$ cat src/nlqt_pkg.sv
// Shared types, constants and the decay table for the neighbor link quality tracker.
// Used by every module in src; depends on nothing.
package nlqt_pkg;

  localparam int unsigned EntriesDefault = 16;

  localparam int unsigned TimeW   = 48;
  localparam int unsigned SumW    = 48;
  localparam int unsigned WsumW   = 32;
  localparam int unsigned TauW    = 20;
  localparam int unsigned DenW    = 30;
  localparam int unsigned DivNumW = 52;
  localparam int unsigned DivQW   = 21;
  localparam int unsigned ExpW    = 5;

  localparam logic [DenW-1:0]  DenReset = 30'd1000000;
  localparam logic [9:0]       UsPerMs  = 10'd1000;
  localparam logic [16:0]      WOne     = 17'h10000;
  localparam logic [WsumW-1:0] WsumOne  = 32'h0001_0000;
  localparam logic [ExpW-1:0]  ExpLast  = 5'd20;

  typedef enum logic [1:0] {
    ACT_ADD    = 2'd0,
    ACT_QUERY  = 2'd1,
    ACT_REMOVE = 2'd2,
    ACT_SPARE  = 2'd3
  } action_e;

  typedef enum logic [3:0] {
    ST_INSERTED       = 4'd0,
    ST_UPDATED        = 4'd1,
    ST_BAD_IGNORED    = 4'd2,
    ST_REPEAT_IGNORED = 4'd3,
    ST_TABLE_FULL     = 4'd4,
    ST_FOUND          = 4'd5,
    ST_NOT_FOUND      = 4'd6,
    ST_REMOVED        = 4'd7,
    ST_REMOVE_MISSING = 4'd8
  } status_e;

  typedef struct packed {
    logic [1:0]         action;
    logic [31:0]        neighbor_addr;
    logic signed [15:0] signal;
    logic signed [15:0] quality;
    logic [47:0]        sample_time_us;
    logic [47:0]        now_us;
  } in_beat_t;

  typedef struct packed {
    logic [3:0]         status;
    logic signed [15:0] avg_signal;
    logic signed [15:0] avg_quality;
    logic [47:0]        last_update_us;
  } out_beat_t;

  typedef struct packed {
    logic [31:0]           addr;
    logic [TimeW-1:0]      last_sample;
    logic [TimeW-1:0]      upd_time;
    logic signed [SumW-1:0] sig_sum;
    logic [WsumW-1:0]      sig_wsum;
    logic signed [SumW-1:0] qual_sum;
    logic [WsumW-1:0]      qual_wsum;
  } entry_t;

  typedef enum logic [4:0] {
    OP_NONE,
    OP_START,
    OP_CLR_VALID,
    OP_NEW,
    OP_W_ONE,
    OP_W_ZERO,
    OP_DIV_R,
    OP_EXP,
    OP_W_P,
    OP_MAG,
    OP_MLO,
    OP_MHI,
    OP_MWS,
    OP_COMB,
    OP_ADD,
    OP_NORM,
    OP_WRITE,
    OP_QDIV,
    OP_QRES
  } op_e;

  typedef struct packed {
    op_e             op;
    logic            ch;
    logic [ExpW-1:0] k;
    logic            rd_en;
    logic            cmp_en;
    logic            status_we;
    status_e         status;
  } cmd_t;

  typedef struct packed {
    logic [1:0] action;
    logic       bad;
    logic       hit;
    logic       free;
    logic       rpt;
    logic       older;
    logic       w_zero;
    logic       div_done;
  } sts_t;

  // exp(-2^(k-16)) in Q0.32, one factor per bit of the Q16 ratio
  function automatic logic [31:0] decay_c(input logic [ExpW-1:0] k);
    logic [31:0] c;
    case (k)
      5'd0:    c = 32'd4294901760;
      5'd1:    c = 32'd4294836226;
      5'd2:    c = 32'd4294705160;
      5'd3:    c = 32'd4294443040;
      5'd4:    c = 32'd4293918848;
      5'd5:    c = 32'd4292870656;
      5'd6:    c = 32'd4290775039;
      5'd7:    c = 32'd4286586875;
      5'd8:    c = 32'd4278222805;
      5'd9:    c = 32'd4261543595;
      5'd10:   c = 32'd4228380000;
      5'd11:   c = 32'd4162825044;
      5'd12:   c = 32'd4034748382;
      5'd13:   c = 32'd3790295335;
      5'd14:   c = 32'd3344923893;
      5'd15:   c = 32'd2605029347;
      5'd16:   c = 32'd1580030169;
      5'd17:   c = 32'd581260615;
      5'd18:   c = 32'd78665070;
      5'd19:   c = 32'd1440801;
      5'd20:   c = 32'd483;
      default: c = 32'd0;
    endcase
    return c;
  endfunction

endpackage

$ cat src/nlqt_ctrl.sv
// Controller state machine: table scan, decision, and the update and query sequences.
// Depends on nlqt_pkg.
module nlqt_ctrl
  import nlqt_pkg::*;
#(
  parameter int unsigned ENTRIES = EntriesDefault,
  localparam int unsigned IW = (ENTRIES > 1) ? $clog2(ENTRIES) : 1
) (
  input  logic          clk_i,
  input  logic          rst_ni,
  input  logic          in_valid_i,
  output logic          in_ready_o,
  output logic          out_valid_o,
  input  logic          out_ready_i,
  input  sts_t          sts_i,
  output cmd_t          cmd_o,
  output logic [IW-1:0] rd_idx_o,
  output logic [IW-1:0] cmp_idx_o
);

  localparam int unsigned CW = IW + 1;
  localparam logic [CW-1:0] CntEnd = CW'(ENTRIES);
  localparam logic [2:0] SubLast = 3'd6;

  typedef enum logic [12:0] {
    S_IDLE   = 13'b0000000000001,
    S_SCAN   = 13'b0000000000010,
    S_DECIDE = 13'b0000000000100,
    S_RWAIT  = 13'b0000000001000,
    S_EXP    = 13'b0000000010000,
    S_WSET   = 13'b0000000100000,
    S_ACC    = 13'b0000001000000,
    S_WRITE  = 13'b0000010000000,
    S_QMAG   = 13'b0000100000000,
    S_QDIV   = 13'b0001000000000,
    S_QWAIT  = 13'b0010000000000,
    S_QRES   = 13'b0100000000000,
    S_OUT    = 13'b1000000000000
  } state_e;

  state_e          state_q, state_d;
  logic [CW-1:0]   cnt_q, cnt_d;
  logic [IW-1:0]   cmp_idx_q, cmp_idx_d;
  logic [ExpW-1:0] k_q, k_d;
  logic [2:0]      sub_q, sub_d;
  logic            ch_q, ch_d;

  // next state and commands
  always_comb begin
    state_d   = state_q;
    cnt_d     = cnt_q;
    cmp_idx_d = cmp_idx_q;
    k_d       = k_q;
    sub_d     = sub_q;
    ch_d      = ch_q;
    cmd_o     = '{op: OP_NONE, ch: ch_q, k: k_q, rd_en: 1'b0, cmp_en: 1'b0,
                  status_we: 1'b0, status: ST_INSERTED};
    in_ready_o  = 1'b0;
    out_valid_o = 1'b0;

    unique case (state_q)
      S_IDLE: begin
        in_ready_o = 1'b1;
        if (in_valid_i) begin
          cmd_o.op = OP_START;
          cnt_d    = '0;
          state_d  = S_SCAN;
        end
      end
      // read one entry a cycle, compare the one read before
      S_SCAN: begin
        cmd_o.rd_en  = cnt_q != CntEnd;
        cmd_o.cmp_en = cnt_q != '0;
        cmp_idx_d    = cnt_q[IW-1:0];
        cnt_d        = cnt_q + 1'b1;
        if (cnt_q == CntEnd) begin
          state_d = S_DECIDE;
        end
      end
      S_DECIDE: begin
        cmd_o.status_we = 1'b1;
        state_d         = S_OUT;
        case (sts_i.action)
          ACT_REMOVE: begin
            if (sts_i.hit) begin
              cmd_o.op     = OP_CLR_VALID;
              cmd_o.status = ST_REMOVED;
            end else begin
              cmd_o.status = ST_REMOVE_MISSING;
            end
          end
          ACT_ADD: begin
            if (sts_i.bad) begin
              cmd_o.status = ST_BAD_IGNORED;
            end else if (!sts_i.hit) begin
              if (sts_i.free) begin
                cmd_o.op     = OP_NEW;
                cmd_o.status = ST_INSERTED;
              end else begin
                cmd_o.status = ST_TABLE_FULL;
              end
            end else if (sts_i.rpt) begin
              cmd_o.status = ST_REPEAT_IGNORED;
            end else begin
              cmd_o.status_we = 1'b0;
              ch_d  = 1'b0;
              sub_d = '0;
              if (sts_i.older) begin
                cmd_o.op = OP_W_ONE;
                state_d  = S_ACC;
              end else if (sts_i.w_zero) begin
                cmd_o.op = OP_W_ZERO;
                state_d  = S_ACC;
              end else begin
                cmd_o.op = OP_DIV_R;
                state_d  = S_RWAIT;
              end
            end
          end
          default: begin
            if (sts_i.hit) begin
              cmd_o.status_we = 1'b0;
              ch_d    = 1'b0;
              state_d = S_QMAG;
            end else begin
              cmd_o.status = ST_NOT_FOUND;
            end
          end
        endcase
      end
      S_RWAIT: begin
        if (sts_i.div_done) begin
          k_d     = '0;
          state_d = S_EXP;
        end
      end
      // one decay factor per bit of the ratio
      S_EXP: begin
        cmd_o.op = OP_EXP;
        k_d      = k_q + 1'b1;
        if (k_q == ExpLast) begin
          state_d = S_WSET;
        end
      end
      S_WSET: begin
        cmd_o.op = OP_W_P;
        ch_d     = 1'b0;
        sub_d    = '0;
        state_d  = S_ACC;
      end
      // decay and accumulate signal, then quality
      S_ACC: begin
        case (sub_q)
          3'd0:    cmd_o.op = OP_MAG;
          3'd1:    cmd_o.op = OP_MLO;
          3'd2:    cmd_o.op = OP_MHI;
          3'd3:    cmd_o.op = OP_MWS;
          3'd4:    cmd_o.op = OP_COMB;
          3'd5:    cmd_o.op = OP_ADD;
          3'd6:    cmd_o.op = OP_NORM;
          default: cmd_o.op = OP_NONE;
        endcase
        sub_d = sub_q + 1'b1;
        if (sub_q == SubLast) begin
          sub_d = '0;
          if (ch_q) begin
            state_d = S_WRITE;
          end else begin
            ch_d = 1'b1;
          end
        end
      end
      S_WRITE: begin
        cmd_o.op        = OP_WRITE;
        cmd_o.status_we = 1'b1;
        cmd_o.status    = ST_UPDATED;
        state_d         = S_OUT;
      end
      S_QMAG: begin
        cmd_o.op = OP_MAG;
        state_d  = S_QDIV;
      end
      S_QDIV: begin
        cmd_o.op = OP_QDIV;
        state_d  = S_QWAIT;
      end
      S_QWAIT: begin
        if (sts_i.div_done) begin
          state_d = S_QRES;
        end
      end
      S_QRES: begin
        cmd_o.op = OP_QRES;
        if (ch_q) begin
          cmd_o.status_we = 1'b1;
          cmd_o.status    = ST_FOUND;
          state_d         = S_OUT;
        end else begin
          ch_d    = 1'b1;
          state_d = S_QMAG;
        end
      end
      // hold the result beat until taken
      S_OUT: begin
        out_valid_o = 1'b1;
        if (out_ready_i) begin
          state_d = S_IDLE;
        end
      end
      default: state_d = S_IDLE;
    endcase
  end

  always_ff @(posedge clk_i or negedge rst_ni) begin
    if (!rst_ni) begin
      state_q   <= S_IDLE;
      cnt_q     <= '0;
      cmp_idx_q <= '0;
      k_q       <= '0;
      sub_q     <= '0;
      ch_q      <= 1'b0;
    end else begin
      state_q   <= state_d;
      cnt_q     <= cnt_d;
      cmp_idx_q <= cmp_idx_d;
      k_q       <= k_d;
      sub_q     <= sub_d;
      ch_q      <= ch_d;
    end
  end

  assign rd_idx_o  = cnt_q[IW-1:0];
  assign cmp_idx_o = cmp_idx_q;

endmodule

$ cat config.mk
export PLATFORM = sky130hd
export DESIGN_NAME = nlqt_ctrl
export DESIGN_NICKNAME = d
export VERILOG_FILES = /design/src/nlqt_pkg.sv /design/src/nlqt_ctrl.sv
export SDC_FILE = /design/constraint.sdc
export NUM_CORES = 1
export LEC_CHECK = 0
export ABC_AREA = 1
export BUFFER_PORTS_ARGS = -buffer_cell sky130_fd_sc_hd__buf_2
export CAP_MARGIN = 20
export CORE_ASPECT_RATIO = 1.5
export CORE_UTILIZATION = 30
export DETAILED_ROUTE_END_ITERATION = 6
export HOLD_SLACK_MARGIN = 0.1
export PLACE_DENSITY_LB_ADDON = 0.15
export SYNTH_ARGS = -nofsm -noshare
export SYNTH_HDL_FRONTEND = slang
export SYNTH_SLANG_ARGS = --single-unit
export TNS_END_PERCENT = 5
$ cat constraint.sdc
create_clock -name clk_i -period 3.5 [get_ports clk_i]
set_input_delay 0.7 -clock clk_i [delete_from_list [all_inputs] [get_ports clk_i]]
set_output_delay 0.7 -clock clk_i [all_outputs]
set_load 0.05 [all_outputs]
# --- After elaboration in Yosys (flattened, before gate mapping) ---
# Index checks and enable logic that the tools add are counted.
op_classes:
  bitwise: 0
  shifts: 0
  div: 0
  n_eq_ne: 38
  muxes: 62
  order_cmp: 0
  reduce_logical: 12
  add_sub_neg: 3
  multipliers: 0
ops:
  columns: ["op", "n"]
  rows:
  - ["$mux 13", 14]
  - ["$pmux 13 s13", 1]
  - ["$pmux 5 s9", 1]
  - ["$mux 3", 10]
  - ["$pmux 5 s2", 3]
  - ["$pmux 4 s7", 1]
  - ["$ne 2x2->1 const B", 13]
  - ["$pmux 13 s2", 1]
  - ["$mux 5", 5]
  - ["$pmux 5 s3", 1]
  - ["$eq 13x1->1 const B", 1]
  - ["$eq 13x10->1 const B", 1]
  - ["$eq 13x11->1 const B", 1]
  - ["$eq 13x12->1 const B", 1]
  - ["$eq 13x13->1 const B", 1]
  - ["$eq 13x2->1 const B", 1]
  - ["$eq 13x3->1 const B", 1]
  - ["$eq 13x4->1 const B", 1]
  - ["$eq 13x5->1 const B", 1]
  - ["$eq 13x6->1 const B", 1]
  - ["$eq 13x7->1 const B", 1]
  - ["$eq 13x8->1 const B", 1]
  - ["$eq 13x9->1 const B", 1]
  - ["$mux 1", 12]
  - ["26 further kinds", 40]
totals:
  register_bits: 31
  mem_bits_ro: 0
  out_inout_bits: 28
  n_memories: 0
  word_cells: 121
  latchBits: 0
  inputBits: 13
  mem_bits_rw: 0

# --- Logic depth before layout (Yosys ltp) ---
logic_depth:
  word_depth: 7
  mapped_depth: 11
  ltp_nobuf: 11

# --- Worst setup path after synthesis ---
# OpenSTA, ideal clock, no wires.
synth_path:
  kind: "input to output"
  from: "in sts_i[5] in the netlist's numbering"
  to: "out cmd_o[0] in the netlist's numbering"
  path_slack_ns: 0.548
  arrival_time_ns: 2.252
  required_time_ns: 2.800
  cell_stages: 5
  cell_sequence: "clkbuf_1 nand2_1 nor2_1 a21oi_1 o21ai_0"
synth_rtl:
  columns: ["item", "line", "rtl"]
  rows:
  - ["start: declaration", "nlqt_ctrl.sv:15", "input sts_t sts_i,"]
  - ["end: declaration", "nlqt_ctrl.sv:16", "output cmd_t cmd_o,"]

==> results.py <==
metrics = {
    "global_route": {
        "grt_antenna_before_repair": 0,
        "grt_use_total_pct": 15.6,
        "grt_max_degree": 32,
        "first_global_vias": 1974,
        "grt_remaining_overflow": 0,
        "grt_pass1_wl_um": 9100,
    },
    "sta": {
        "tightestPinTransition_ns": 0.735,
        "fin_crit_sh_pct": 82.5,
        "fmax_ghz": 0.346,
        "drv_slew": 0,
        "fin_worst_skew_ns": 0.00857,
        "period_needed_ns": 2.89,
        "grt_setup_unrepaired": "false",
        "setup_tns_ns": 0,
        "max-slew-margin-rel_pct": 51.0,
        "finalHoldViolCount": 0,
        "setup_violations": 0,
    },
    "worst_setup_path": {
        "slowest_stage": "dfrtp_1",
        "reg2reg_depth": 8,
        "worst_path_most_repeated_cell": "nor2_4",
        "timing.rr.start": "state_q[10]$_DFFE_PN0P_",
        "cp_cell_sequence": "nor2_4, nand2_4, nor2_4, nand2_1, nor2_1, buf_2",
        "critPathLaunchType": "flip-flop",
        "timing.rr.end": "cnt_q[1]$_DFFE_PN0P_",
        "regToRegSetupSlack_ns": 1.46,
        "cp.arrival_ns": 2.19,
        "critical_path.max_stage_delay_ns": 0.43,
        "cp-end-kind": "primary output",
        "critPathKind": "reg2out",
        "cp_data_required_time_ns": 2.80,
        "crit_path_max_fanout": 15,
    },
    "flow_run": {
        "maxCapViolCount": 0,
    },
    "cells_and_area": {
        "fill_cells": 731,
        "drive_gt1_share_pct": 20.9,
        "fin_nets": 365,
        "regArea_um2": 777,
        "antenna_cells": 0,
        "areaGrowthSynthToFinish_pct": 16.5,
        "multi_input_area_mm2": 0.00113,
        "post-route-util_pct": 36.3,
    },
    "logic_synthesis": {
        "synth_fa_ha_area_share_pct": 4.65,
        "synthCells": 305,
        "ys_seq_elements": 31,
        "syn-num-nets": 326,
        "synth-xor-area-share_pct": 2.44,
        "synthesis.area_mm2": 0.00215,
        "synth_compound_area_share_pct": 8.60,
        "synth_cell_types": 33,
        "synthMuxAreaShare_pct": 0,
        "ys_seq_area_share_pct": 36.1,
        "synth_simple_gate_area_share_pct": 37.0,
        "synth_warnings": 0,
        "avgSynthCellArea_um2": 7.06,
        "synth_top_family_by_area": "simple AND/OR/NAND/NOR gates",
    },
    "min_path": {
        "hp-class": "in2async",
    },
    "power_and_ir_drop": {
        "power_leakage_uw": 0.00147,
        "p_clk_share_pct": 23.3,
        "switching_share_pct": 47.1,
        "power.density_mw_per_mm2": 646,
        "p_int_uw": 856,
        "ir_worst_vdd_v": 0.000219,
        "pwr-share-seq_pct": 29.8,
        "comb_power_share_pct": 46.9,
        "p_sw_uw": 763,
    },
    "clock_network": {
        "cts_sinks": 31,
        "path_clk_slew_ns": 0.08,
        "clkLatencyLatePin_ns": 0.29,
        "h-tree-depth": 2,
        "ctsRootBufferMaster": "clkbuf_8",
        "cts_resized": 0,
        "cts_tree": "done",
        "postCtsHoldBufs": 0,
        "clk_path_buf_depth": 2,
        "post_cts_buffers": 0,
        "cts_buffers": 5,
    },
    "route": {
        "vias": 1967,
        "drt_iter0_markers": 89,
        "wl_per_cell_um": 12.8,
        "ant_nets": 0,
        "drt_pre_antenna_iters": 7,
        "wl_um": 5400,
        "drc_errors": 4,
        "vias_per_cell": 4.65,
    },
    "placement": {
        "place.gp.congestion": 0.887,
        "numPortBuffers": 40,
        "hpwl_um": 4250,
    },
    "die": {
        "dieArea_mm2": 0.00752,
        "die_w_um": 71.2,
        "rows": 37,
        "initial_core_util_pct": 31.2,
        "die_y_um": 106,
        "io_pins": 41,
        "core_area_mm2": 0.00690,
    },
    "status": {
        "failed_checks": "design-rule violations",
        "status": "finished, violations left",
    },
}
-- flip-flops by register name, summed over array words and instances, names as in the netlist --
| signal | count |
|---|---|
| ch_q | 1 |
| k_q | 5 |
| state_q | 13 |
| sub_q | 3 |
| cmp_idx_o | 4 |
| cnt_q | 5 |
-- synthesized netlist by cell type, drive strengths merged --
master | number | area share [%]
a21boi | 1 | 0.35
a21oi | 2 | 0.47
a22oi | 1 | 0.35
a31oi | 1 | 0.29
buf | 7 | 2.7
clkbuf | 1 | 0.17
dfrtp | 30 | 35
dfstp | 1 | 1.2
ha | 8 | 4.7
inv | 48 | 8.4
nand2 | 78 | 15
nand3 | 25 | 6.5
nand3b | 1 | 0.35
nand4 | 4 | 1.2
nor2 | 59 | 12
nor3 | 4 | 0.93
o211ai | 1 | 0.35
o21a | 1 | 0.35
o21ai | 17 | 4.0
o21bai | 2 | 0.70
o22ai | 5 | 1.5
o31ai | 1 | 0.35
or2 | 1 | 0.29
xnor2 | 2 | 0.81
xor2 | 4 | 1.6
-- power groups by stage --
stage	Combinational [µW]	Sequential [µW]	Clock (µW)
finish	759	483	377
global placement	770	489	0
floorplan	533	567	0
detailed placement	768	491	0
global route	844	494	407
CTS	769	484	386
-- worst max-delay path: cells and delay by family, from the launching register on --
kind	cells	cell delay, ns
simple gates	5	1.18
buf+inv	1	0.28
flops	1	0.43
-- area by class of cell --
type / instances / share of cell area, %
inverters: 48 / 7.19
multi-input cells: 218 / 45.2
well taps: 78 / 3.89
flip-flops and latches: 31 / 31.0
clock buffers: 6 / 3.30
clock inverters: 2 / 1.40
repair buffers: 40 / 7.99
-- cells in the final DEF (no fill, tap or decap), drive strengths merged, types with 2 or more instances in the layout --
cell type   n
buf        40
nand3      25
clkbuf      6
a21oi       2
inv        48
o21bai      2
o21ai      17
nand2      78
nor2       59
dfrtp      30
nand4       4
xor2        4
xnor2       2
ha          8
o22ai       5
nor3        4
-- per-stage QoR --
stage          hold slack, ns  area (µm²)  setup slack, ns  cells  power (µW)
3_5_place_dp            0.470        2390            0.947    415        1260
4_1_cts                 0.488        2510            0.625    423        1640
3_3_place_gp            0.466        2390            0.972    415        1260
5_1_grt                 0.517        2510            0.465    423        1740
6_report                0.472        2510            0.611    423        1620
2_1_floorplan           0.404        2150            0.548    305        1100
-- routing by layer --
| metal | wire length, µm | up-vias | GRT usage (%) |
|---|---|---|---|
| met3 | 228 | 8 | 3.25 |
| met1 | 2190 | 885 | 17.2 |
| met5 | 0 | - | 0 |
| met4 | 127 | 0 | 6.57 |
| met2 | 2860 | 45 | 28.4 |
| li1 | - | 1029 | - |
-- kinds of logic after synthesis --
kind of cell,after synthesis
simple gates,172
buf+inv,56
flops,31
xor+xnor,6
compound gates,32
fa+ha+maj,8
-- worst max path at each step --
| stage | endpoint | slack (ns) | startpoint |
|---|---|---|---|
| 3_3_place_gp | cmd_o[15] | 0.97 | sts_i[8] |
| 4_1_cts | cmd_o[5] | 0.63 | state_q[10]$_DFFE_PN0P_ |
| 6_report | cmd_o[5] | 0.61 | state_q[10]$_DFFE_PN0P_ |
| 3_5_place_dp | cmd_o[15] | 0.95 | sts_i[8] |
| 2_1_floorplan | cmd_o[0] | 0.55 | sts_i[5] |
| 5_1_grt | cmd_o[15] | 0.46 | state_q[10]$_DFFE_PN0P_ |
(Power assumes the default switching activity.)
